==> config.mk <==
export PLATFORM = sky130hd
export DESIGN_NAME = riff_palette_stream_parser_unit_flat
export DESIGN_NICKNAME = d
export VERILOG_FILES = /design/src/hdl/rpsp_pkg.sv /design/src/hdl/rpsp_if.sv /design/src/hdl/rpsp_front.sv /design/src/hdl/rpsp_queue.sv /design/src/hdl/rpsp_back.sv /design/src/hdl/riff_palette_stream_parser_unit.sv /design/src/flat_wrapper.sv
export SDC_FILE = /design/constraint.sdc
export NUM_CORES = 1
export LEC_CHECK = 0
export BUFFER_PORTS_ARGS = -buffer_cell sky130_fd_sc_hd__buf_2
export CAP_MARGIN = 10
export CORE_MARGIN = 2
export CORE_UTILIZATION = 40
export CTS_BUF_LIST = sky130_fd_sc_hd__clkbuf_8 sky130_fd_sc_hd__clkbuf_16
export DETAILED_ROUTE_END_ITERATION = 8
export PLACE_DENSITY = 0.56
export SYNTH_ARGS = -nofsm -noshare
export SYNTH_HDL_FRONTEND = slang
export SYNTH_HIERARCHICAL = 1
export SYNTH_SLANG_ARGS = --single-unit
==> constraint.sdc <==
create_clock -name clk_i -period 14.2 [get_ports clk_i]
set_clock_uncertainty 0.2 [all_clocks]
set_input_delay 0.71 -clock clk_i [delete_from_list [all_inputs] [get_ports clk_i]]
set_output_delay 0.71 -clock clk_i [all_outputs]
set_load 0.005 [all_outputs]
==> src/hdl/rpsp_pkg.sv <==
// package: types, constants and helpers of the palette stream parser
package rpsp_pkg;

  localparam int MaxEntries = 256;
  localparam int UsableW    = $clog2(MaxEntries + 1);
  localparam int PosW       = 11;
  localparam logic [PosW-1:0] PosMax = {PosW{1'b1}};
  localparam int QDepth     = 4;
  localparam int QPtrW      = $clog2(QDepth);
  localparam int QCntW      = $clog2(QDepth + 1);
  localparam logic [7:0] AlphaOpaque = 8'd255;

  typedef enum logic [2:0] {
    ST_ENTRY         = 3'd0,
    ST_DONE          = 3'd1,
    ST_SHORT         = 3'd2,
    ST_BAD_RIFF      = 3'd3,
    ST_BAD_PAL       = 3'd4,
    ST_BAD_DATA      = 3'd5,
    ST_TOO_MANY      = 3'd6,
    ST_SHORT_ENTRIES = 3'd7
  } status_e;

  typedef struct packed {
    logic       has_entry;
    logic       has_status;
    status_e    status;
    logic [7:0] idx;
    logic [7:0] red;
    logic [7:0] green;
    logic [7:0] blue;
    logic [7:0] alpha;
  } cmd_t;

  // expected header bytes; positions 4..7 are don't care
  function automatic logic [7:0] magic_byte(input logic [3:0] pos);
    logic [7:0] m;
    case (pos)
      4'd0:    m = 8'h52;
      4'd1:    m = 8'h49;
      4'd2:    m = 8'h46;
      4'd3:    m = 8'h46;
      4'd8:    m = 8'h50;
      4'd9:    m = 8'h41;
      4'd10:   m = 8'h4c;
      4'd11:   m = 8'h20;
      4'd12:   m = 8'h64;
      4'd13:   m = 8'h61;
      4'd14:   m = 8'h74;
      4'd15:   m = 8'h61;
      default: m = 8'h00;
    endcase
    return m;
  endfunction

endpackage

==> src/hdl/rpsp_if.sv <==
// handshake channels: byte requests in, result requests out
interface rpsp_byte_if;
  logic       valid;
  logic       ready;
  logic [7:0] file_byte;
  logic       final_byte;
  modport source (output valid, output file_byte, output final_byte, input ready);
  modport sink (input valid, input file_byte, input final_byte, output ready);
endinterface

interface rpsp_result_if;
  logic       valid;
  logic       ready;
  logic [2:0] status;
  logic [7:0] entry_index;
  logic [7:0] red;
  logic [7:0] green;
  logic [7:0] blue;
  logic [7:0] alpha;
  logic       end_of_run;
  modport source (output valid, output status, output entry_index, output red,
                  output green, output blue, output alpha, output end_of_run,
                  input ready);
  modport sink (input valid, input status, input entry_index, input red,
                input green, input blue, input alpha, input end_of_run,
                output ready);
endinterface

==> src/hdl/rpsp_front.sv <==
// front: takes bytes, tracks the header and builds entry and status commands
module rpsp_front (
  input  logic             clk_i,
  input  logic             rst_ni,
  rpsp_byte_if.sink        byte_in_i,
  input  logic             q_full_i,
  output logic             push_o,
  output rpsp_pkg::cmd_t   cmd_o
);
  import rpsp_pkg::*;

  logic [PosW-1:0]    pos_q, pos_d;
  status_e            err_q, err_d;
  logic [31:0]        chunk_q, chunk_d;
  logic [7:0]         comp_q, comp_d;
  logic [15:0]        decl_q, decl_d;
  logic [UsableW-1:0] usable_q, usable_d;
  logic [23:0]        part_q, part_d;

  logic               fire;
  logic [7:0]         b;
  logic [15:0]        decl_full;
  logic [29:0]        avail;
  logic [PosW-1:0]    rel;
  logic [PosW-3:0]    idx;
  logic [PosW:0]      size;
  logic [PosW:0]      need;
  cmd_t               cmd;

  assign byte_in_i.ready = !q_full_i;
  assign fire = byte_in_i.valid && !q_full_i;
  assign b    = byte_in_i.file_byte;
  assign rel  = pos_q - PosW'(24);
  assign idx  = rel[PosW-1:2];
  assign decl_full = {b, decl_q[7:0]};
  assign avail = (chunk_q > 32'd4) ? 30'((chunk_q - 32'd4) >> 2) : 30'd0;

  always_comb begin
    pos_d    = pos_q;
    err_d    = err_q;
    chunk_d  = chunk_q;
    comp_d   = comp_q;
    decl_d   = decl_q;
    usable_d = usable_q;
    part_d   = part_q;
    cmd      = '0;
    size     = '0;
    need     = '0;
    if (fire) begin
      if (pos_q < PosW'(4)) begin
        if (b != magic_byte(pos_q[3:0]) && err_q == ST_ENTRY) err_d = ST_BAD_RIFF;
      end else if (pos_q >= PosW'(8) && pos_q < PosW'(12)) begin
        if (b != magic_byte(pos_q[3:0]) && err_q == ST_ENTRY) err_d = ST_BAD_PAL;
      end else if (pos_q >= PosW'(12) && pos_q < PosW'(16)) begin
        if (b != magic_byte(pos_q[3:0]) && err_q == ST_ENTRY) err_d = ST_BAD_DATA;
      end else if (pos_q >= PosW'(16) && pos_q < PosW'(20)) begin
        case (pos_q[1:0])
          2'd0:    chunk_d[7:0]   = b;
          2'd1:    chunk_d[15:8]  = b;
          2'd2:    chunk_d[23:16] = b;
          default: chunk_d[31:24] = b;
        endcase
      end else if (pos_q == PosW'(21)) begin
        comp_d = b;
      end else if (pos_q == PosW'(22)) begin
        decl_d = {8'h00, b};
      end else if (pos_q == PosW'(23)) begin
        decl_d = decl_full;
        if (decl_full > 16'(MaxEntries)) begin
          if (err_q == ST_ENTRY) err_d = ST_TOO_MANY;
          usable_d = '0;
        end else if (avail < {14'd0, decl_full}) begin
          usable_d = UsableW'(avail);
        end else begin
          usable_d = UsableW'(decl_full);
        end
      end else if (pos_q >= PosW'(24) && err_q == ST_ENTRY) begin
        if ({1'b0, idx} < (PosW-1)'(usable_q)) begin
          case (rel[1:0])
            2'd0:    part_d[7:0]   = b;
            2'd1:    part_d[15:8]  = b;
            2'd2:    part_d[23:16] = b;
            default: begin
              cmd.has_entry = 1'b1;
              cmd.idx       = idx[7:0];
              cmd.red       = part_q[7:0];
              cmd.green     = part_q[15:8];
              cmd.blue      = part_q[23:16];
              cmd.alpha     = (comp_q == 8'd4) ? b : AlphaOpaque;
              part_d        = '0;
            end
          endcase
        end
      end

      if (pos_q != PosMax) pos_d = pos_q + PosW'(1);

      if (byte_in_i.final_byte) begin
        size = {1'b0, pos_q} + (PosW+1)'(1);
        need = (PosW+1)'(24) + (PosW+1)'({usable_d, 2'b00});
        cmd.has_status = 1'b1;
        if (size < (PosW+1)'(24))     cmd.status = ST_SHORT;
        else if (err_d != ST_ENTRY)   cmd.status = err_d;
        else if (size < need)         cmd.status = ST_SHORT_ENTRIES;
        else                          cmd.status = ST_DONE;
        // file over: start the next one from a clean state
        pos_d    = '0;
        err_d    = ST_ENTRY;
        chunk_d  = '0;
        comp_d   = '0;
        decl_d   = '0;
        usable_d = '0;
        part_d   = '0;
      end
    end
  end

  assign push_o = cmd.has_entry || cmd.has_status;
  assign cmd_o  = cmd;

  always_ff @(posedge clk_i or negedge rst_ni) begin
    if (!rst_ni) begin
      pos_q    <= '0;
      err_q    <= ST_ENTRY;
      chunk_q  <= '0;
      comp_q   <= '0;
      decl_q   <= '0;
      usable_q <= '0;
      part_q   <= '0;
    end else begin
      pos_q    <= pos_d;
      err_q    <= err_d;
      chunk_q  <= chunk_d;
      comp_q   <= comp_d;
      decl_q   <= decl_d;
      usable_q <= usable_d;
      part_q   <= part_d;
    end
  end

endmodule

==> src/hdl/rpsp_queue.sv <==
// small command fifo between front and back
module rpsp_queue (
  input  logic           clk_i,
  input  logic           rst_ni,
  input  logic           push_i,
  input  rpsp_pkg::cmd_t cmd_i,
  input  logic           pop_i,
  output rpsp_pkg::cmd_t head_o,
  output logic           empty_o,
  output logic           full_o
);
  import rpsp_pkg::*;

  cmd_t             mem_q [QDepth];
  logic [QPtrW-1:0] wr_q, wr_d;
  logic [QPtrW-1:0] rd_q, rd_d;
  logic [QCntW-1:0] cnt_q, cnt_d;
  logic             do_push, do_pop;

  assign empty_o = (cnt_q == '0);
  assign full_o  = (cnt_q == QCntW'(QDepth));
  assign head_o  = mem_q[rd_q];
  assign do_push = push_i && !full_o;
  assign do_pop  = pop_i && !empty_o;

  always_comb begin
    wr_d  = do_push ? wr_q + QPtrW'(1) : wr_q;
    rd_d  = do_pop ? rd_q + QPtrW'(1) : rd_q;
    cnt_d = cnt_q;
    if (do_push && !do_pop) cnt_d = cnt_q + QCntW'(1);
    else if (!do_push && do_pop) cnt_d = cnt_q - QCntW'(1);
  end

  always_ff @(posedge clk_i) begin
    if (do_push) mem_q[wr_q] <= cmd_i;
  end

  always_ff @(posedge clk_i or negedge rst_ni) begin
    if (!rst_ni) begin
      wr_q  <= '0;
      rd_q  <= '0;
      cnt_q <= '0;
    end else begin
      wr_q  <= wr_d;
      rd_q  <= rd_d;
      cnt_q <= cnt_d;
    end
  end

endmodule

==> src/hdl/rpsp_back.sv <==
// back: turns queued commands into result requests through an output register
module rpsp_back (
  input  logic           clk_i,
  input  logic           rst_ni,
  input  rpsp_pkg::cmd_t head_i,
  input  logic           empty_i,
  output logic           pop_o,
  rpsp_result_if.source  result_o
);
  import rpsp_pkg::*;

  logic       valid_q, valid_d;
  logic       half_q, half_d;
  logic       load;
  logic       send_entry;
  logic [2:0] status_q, status_d;
  logic [7:0] idx_q, idx_d, red_q, red_d, green_q, green_d;
  logic [7:0] blue_q, blue_d, alpha_q, alpha_d;
  logic       eor_q, eor_d;

  assign load       = !empty_i && (!valid_q || result_o.ready);
  assign send_entry = head_i.has_entry && !half_q;

  always_comb begin
    valid_d  = valid_q && !result_o.ready;
    half_d   = half_q;
    pop_o    = 1'b0;
    status_d = status_q;
    idx_d    = idx_q;
    red_d    = red_q;
    green_d  = green_q;
    blue_d   = blue_q;
    alpha_d  = alpha_q;
    eor_d    = eor_q;
    if (load) begin
      valid_d = 1'b1;
      if (send_entry) begin
        status_d = ST_ENTRY;
        idx_d    = head_i.idx;
        red_d    = head_i.red;
        green_d  = head_i.green;
        blue_d   = head_i.blue;
        alpha_d  = head_i.alpha;
        eor_d    = 1'b0;
        // entry and status on the same byte: status goes out next
        half_d   = head_i.has_status;
        pop_o    = !head_i.has_status;
      end else begin
        status_d = head_i.status;
        idx_d    = '0;
        red_d    = '0;
        green_d  = '0;
        blue_d   = '0;
        alpha_d  = '0;
        eor_d    = 1'b1;
        half_d   = 1'b0;
        pop_o    = 1'b1;
      end
    end
  end

  assign result_o.valid       = valid_q;
  assign result_o.status      = status_q;
  assign result_o.entry_index = idx_q;
  assign result_o.red         = red_q;
  assign result_o.green       = green_q;
  assign result_o.blue        = blue_q;
  assign result_o.alpha       = alpha_q;
  assign result_o.end_of_run  = eor_q;

  always_ff @(posedge clk_i or negedge rst_ni) begin
    if (!rst_ni) begin
      valid_q <= 1'b0;
      half_q  <= 1'b0;
    end else begin
      valid_q <= valid_d;
      half_q  <= half_d;
    end
  end

  always_ff @(posedge clk_i) begin
    status_q <= status_d;
    idx_q    <= idx_d;
    red_q    <= red_d;
    green_q  <= green_d;
    blue_q   <= blue_d;
    alpha_q  <= alpha_d;
    eor_q    <= eor_d;
  end

endmodule

==> src/hdl/riff_palette_stream_parser_unit.sv <==
// top level of the riff palette stream parser
// usage:
// - byte_in_i carries one byte of a palette file per request, with
//   final_byte high on the last byte; the next byte then starts a new file
// - result_o carries one request per palette entry (status entry) and one
//   status request with end_of_run high at the end of each file
// - entries already delivered must be dropped by the receiver when the
//   closing status is an error
// throughput: one byte per cycle while the fifo has room; a final byte that also
//   completes an entry yields two results, the entry and then the status
// path: a byte's command is written into the fifo on the accepting edge,
//   then loaded into the output register
// stall: when the receiver holds ready low the output register and the
//   four-deep command fifo absorb results; bytes that make no result keep
//   flowing, and byte_in_i.ready drops only when the fifo is full
// reset: asynchronous, clears header tracking, fifo and output valid;
//   the block is ready for bytes as soon as reset is released
module riff_palette_stream_parser_unit (
  input  logic          clk_i,
  input  logic          rst_ni,
  rpsp_byte_if.sink     byte_in_i,
  rpsp_result_if.source result_o
);
  import rpsp_pkg::*;

  // front to fifo
  logic push;
  cmd_t push_cmd;

  // fifo to back
  cmd_t head;
  logic q_empty;
  logic q_full;
  logic pop;

  // header parsing and entry assembly
  rpsp_front u_front (
    .clk_i     (clk_i),
    .rst_ni    (rst_ni),
    .byte_in_i (byte_in_i),
    .q_full_i  (q_full),
    .push_o    (push),
    .cmd_o     (push_cmd)
  );

  // decouples the byte side from the result side
  rpsp_queue u_queue (
    .clk_i   (clk_i),
    .rst_ni  (rst_ni),
    .push_i  (push),
    .cmd_i   (push_cmd),
    .pop_i   (pop),
    .head_o  (head),
    .empty_o (q_empty),
    .full_o  (q_full)
  );

  // result formatting and output register
  rpsp_back u_back (
    .clk_i    (clk_i),
    .rst_ni   (rst_ni),
    .head_i   (head),
    .empty_i  (q_empty),
    .pop_o    (pop),
    .result_o (result_o)
  );

endmodule

==> src/flat_wrapper.sv <==
// flat-port wrapper written by rule: the top's interface ports become plain ports
module riff_palette_stream_parser_unit_flat import rpsp_pkg::*;
  (clk_i, rst_ni, byte_in_i_valid, byte_in_i_file_byte, byte_in_i_final_byte, byte_in_i_ready, result_o_valid, result_o_status, result_o_entry_index, result_o_red, result_o_green, result_o_blue, result_o_alpha, result_o_end_of_run, result_o_ready);
  rpsp_byte_if byte_in_i_i ();
  rpsp_result_if result_o_i ();
  input  logic clk_i;
  input  logic rst_ni;
  input wire logic [$bits(byte_in_i_i.valid)-1:0] byte_in_i_valid;
  input wire logic [$bits(byte_in_i_i.file_byte)-1:0] byte_in_i_file_byte;
  input wire logic [$bits(byte_in_i_i.final_byte)-1:0] byte_in_i_final_byte;
  output wire logic [$bits(byte_in_i_i.ready)-1:0] byte_in_i_ready;
  output wire logic [$bits(result_o_i.valid)-1:0] result_o_valid;
  output wire logic [$bits(result_o_i.status)-1:0] result_o_status;
  output wire logic [$bits(result_o_i.entry_index)-1:0] result_o_entry_index;
  output wire logic [$bits(result_o_i.red)-1:0] result_o_red;
  output wire logic [$bits(result_o_i.green)-1:0] result_o_green;
  output wire logic [$bits(result_o_i.blue)-1:0] result_o_blue;
  output wire logic [$bits(result_o_i.alpha)-1:0] result_o_alpha;
  output wire logic [$bits(result_o_i.end_of_run)-1:0] result_o_end_of_run;
  input wire logic [$bits(result_o_i.ready)-1:0] result_o_ready;
  assign byte_in_i_i.valid = byte_in_i_valid;
  assign byte_in_i_i.file_byte = byte_in_i_file_byte;
  assign byte_in_i_i.final_byte = byte_in_i_final_byte;
  assign byte_in_i_ready = byte_in_i_i.ready;
  assign result_o_valid = result_o_i.valid;
  assign result_o_status = result_o_i.status;
  assign result_o_entry_index = result_o_i.entry_index;
  assign result_o_red = result_o_i.red;
  assign result_o_green = result_o_i.green;
  assign result_o_blue = result_o_i.blue;
  assign result_o_alpha = result_o_i.alpha;
  assign result_o_end_of_run = result_o_i.end_of_run;
  assign result_o_i.ready = result_o_ready;
  riff_palette_stream_parser_unit u_core (.clk_i(clk_i), .rst_ni(rst_ni), .byte_in_i(byte_in_i_i), .result_o(result_o_i));
endmodule
==> summary.md <==
| Metric | Value |
|---|---|
| Status | finished clean |
| Ys async rst share | roughly a third |
| Port buffer count | 58 |
| Total of max-cap violations | 0 |
| Fin. max-slew vios | 0 |
| Horiz. Die Dim | a little over 200 µm |
| Maximum number of pins on one net before global-route repair | 56 |
| Clk_lat worst skew | 0.56 ns |
| Post-CTS setup buffer count | 0 |
| Critical Path End Type | flip-flop |
| CTS H-tree lvls | 2 |
| Maximum clock insertion buffer count | 3 |
| Core Rows | 72 |
| First-pass GRT wire length | between 50000 and 60000 µm |
| Root Driver | clkbuf_16 |
| Placeable Area | 38600 µm² |
| Layout cell share with drive strength beyond 1 | 19.2% |
| Via Count | 9440 |
| Fmax | 147 MHz |
| Final WL | 35500 µm |
| Min Clock Period, post-route | 6.81 ns |
| Final WS setup | approximately 7.4 ns |
| Post-synth EDFFs | 224 |
| Antenna diodes | 0 |
| Dpl ws | 7.48 ns |
| Slew HR | between 20% and 30% |
| Layout Nets | 1268 |
| Mean routed wirelength per cell | between 20 and 25 µm |
| Setup TNS | 0 ns |
| GRT Overall Usage | 18.0% |
| Yosys warns | 6 |
| Sequential share of the synthesized area | 60.0% |
| DRT iter0 DRCs | 714 |
| Worst-path clk slew | 0.06 ns |
| Final Hold Fails | 0 |
| Cts repair resizes | 0 |
| Tightest Pin Transition | 1.10 ns |
| Top cells by area, synth | edfxtp_1, dfrtp_1, mux4_2 |
| Cells after synthesis | 1145 |
| Die height | 201 µm |
| Via density | 5.39 |
| Post-synth top flop | edfxtp_1 |
| Area fraction of the dominant cell type after synthesis | approximately 43% |
| Leakage | between 6 and 7 nW |
| Seq cells post-synth | 328 |
| Net Count, Synth | 1210 |
| Layout area overhead | 12.6% |
| Hold-fix buffers, CTS | 1 |
| Final setup viols | 0 |
| CTS sink cnt | 328 |
| Overflow after GRT | 0 |
| Die area | 40500 µm² |
| Initial antenna violation count | 0 |
| Syn_area_per_cell | 13.6 µm² |
| CTS buffer count | 38 |
| Critical Path Fanout Max | 18 |
| Worst path arrival time | 6.94 ns |
| Max IR drop VDD | 0.129 mV |
| Pwr Density | 175 nW/µm² |
| Cell variety after synth | 88 |
| Routed Antenna Nets | 0 |
| Critical path class | flip-flop to flip-flop |
| Drt drc | 0 |
| Placed wire-length estimate | 23200 µm |
| Initial Util | 40.4% |
| Period utilisation layout | 48.0% |
| Unrepaired setup endpoints after global routing | no |
| DR pass1 iterations | 5 |
| Dominant cell type by area after synthesis | edfxtp_1 |
| Io pins | between 50 and 60 |
| Routability congestion estimate from global placement | just under 0.9 |
| Number of global-route vias before repair | approximately 9600 |
| Startpoint types | flip-flop |
| Req. time, crit path | 14.32 ns |
| CTS tree | done |
| FILL cells | roughly 3500 |
| Post-synthesis cell area | 15600 µm² |
| Worst hold-check path type | primary input to flip-flop |
cell usage in the layout (no fill, tap or decap), types with 12 or more instances in the layout:
cell type / count
edfxtp_1: 224
dfrtp_1: 102
and2_1: 75
nor2_1: 72
inv_1: 60
buf_2: 57
nand2_1: 57
o21ai_0: 55
ha_1: 51
mux4_2: 45
clkbuf_16: 39
a21oi_1: 30
nand3_1: 27
mux2_2: 24
xnor2_1: 23
xor2_1: 20
nor3_1: 17
a32o_1: 16
a22o_1: 15
nand4_1: 13
nand2b_1: 13
buf_4: 12
cells by family after synthesis:
| group | share of synthesized area, % |
|---|---|
| multiplexers | 8.35 |
| flip-flops | 60.0 |
| XOR/XNOR | 2.42 |
| adder cells (fa/ha/maj) | 4.23 |
| AO/OA/AOI/OAI | 9.20 |
| buffers and inverters | 2.94 |
| AND/OR/NAND/NOR | 12.9 |
registers in the layout, summed over array words and instances (netlist names):
register                            flops
u_core/u_front/err_q                    3
u_core/u_back/result_o.valid            1
u_core/u_queue/mem_q                  180
u_core/u_back/result_o.alpha            8
u_core/u_back/result_o.entry_index      8
u_core/u_back/result_o.red              8
u_core/u_front/chunk_q                 32
u_core/u_back/half_q                    1
u_core/u_front/comp_q                   8
u_core/u_front/usable_q                 9
u_core/u_back/result_o.blue             8
u_core/u_front/decl_q                   8
u_core/u_queue/rd_q                     2
u_core/u_back/result_o.green            8
u_core/u_queue/cnt_q                    3
u_core/u_front/pos_q                   11
u_core/u_front/part_q                  24
u_core/u_back/result_o.end_of_run       1
u_core/u_back/result_o.status           3
u_core/u_queue/wr_q                     2
metal layers:
layer  track usage (%)  vias up  wire length (µm)
li1                  -     4406                 -
met1              24.0     4773             16000
met2              30.2      210             17300
met3              3.30       51              1510
met4              5.17        0               729
met5                 0        -                 0
report_power, final:
| group | total [W] | internal (W) | switching (W) |
|---|---|---|---|
| Clock | 0.000909 | 0.000527 | 0.000381 |
| Combinational | 0.000843 | 0.000369 | 0.000475 |
| Sequential | 0.00131 | 0.00122 | 0.0000883 |
cell usage after synthesis, types with 10 or more instances:
library cell  count
and2_1           79
dfrtp_1         104
nor4_1           10
nand3_1          27
a22o_1           15
a21oi_1          30
nor3_1           18
a32o_1           16
o21ai_0          55
ha_1             51
nand4_1          13
nor2_1           72
nand2b_1         13
nand2_1          57
o22ai_1          10
xor2_1           20
mux4_2           45
edfxtp_1        224
xnor2_1          23
mux2_2           24
clkbuf_1         32
inv_1            47
worst max-delay path: stages (launching register included):
cell,delay [ns]
dfrtp_1,0.38
nor4_1,0.41
nand4_1,0.31
nor3_4,0.68
a21oi_1,0.23
ha_1,0.36
a21oi_1,0.14
o21ai_0,0.13
a2111oi_0,0.42
o22ai_1,0.22
or2_2,0.36
o31a_1,0.30
a21boi_0,0.17
ha_1,0.27
xnor2_1,0.20
ha_1,0.28
a21o_1,0.16
a21oi_1,0.15
nor2b_1,0.06
o21ai_0,0.14
nand2b_1,0.07
a21oi_1,0.15
nor2b_1,0.06
o21ai_0,0.23
o2111ai_1,0.15
a31oi_1,0.37
path summary, 6_finish.rpt:
kind / start / to / slack, ns / depth (start not counted)
min in group asynchronous: rst_ni / u_core/u_back/result_o.valid / 0.52 / 2
max in group asynchronous: rst_ni / u_core/u_front/chunk_q[25] / 12.06 / 3
max: u_core/u_front/chunk_q[26] / u_core/u_queue/mem_q[0][41] / 7.39 / 25
min reg2reg: u_core/u_queue/cnt_q[2] / u_core/u_queue/cnt_q[2] / 0.28 / 1
max reg2reg: u_core/u_front/chunk_q[26] / u_core/u_queue/mem_q[0][41] / 7.39 / 25
min: result_o_ready / u_core/u_back/result_o.valid / 0.16 / 2
cell type report:
cell class | count | area (µm²) | share of cell area, %
clock buffers | 41 | 1000 | 5.73
clock inverters | 28 | 166 | 0.950
inverters | 48 | 180 | 1.03
multi-input cells | 717 | 5800 | 33.1
flip-flops and latches | 328 | 9330 | 53.3
well taps | 518 | 648 | 3.70
repair buffers | 70 | 385 | 2.20
stage by stage:
| step | area (µm²) | std cells | hold WS [ns] | utilization (%) | power [W] |
|---|---|---|---|---|---|
| global placement | 16300 | 1680 | 0.273 | 42.4 | 0.00218 |
| global route | 17500 | 1750 | 0.162 | 45.4 | 0.00324 |
| floorplan | 15600 | 1145 | 0.214 | - | 0.00192 |
| detailed placement | 16300 | 1680 | 0.280 | 42.4 | 0.00218 |
| finish | 17500 | 1750 | 0.159 | 45.4 | 0.00306 |
| CTS | 17500 | 1750 | 0.136 | 45.4 | 0.00310 |
Power figures use the tool's default switching activity.
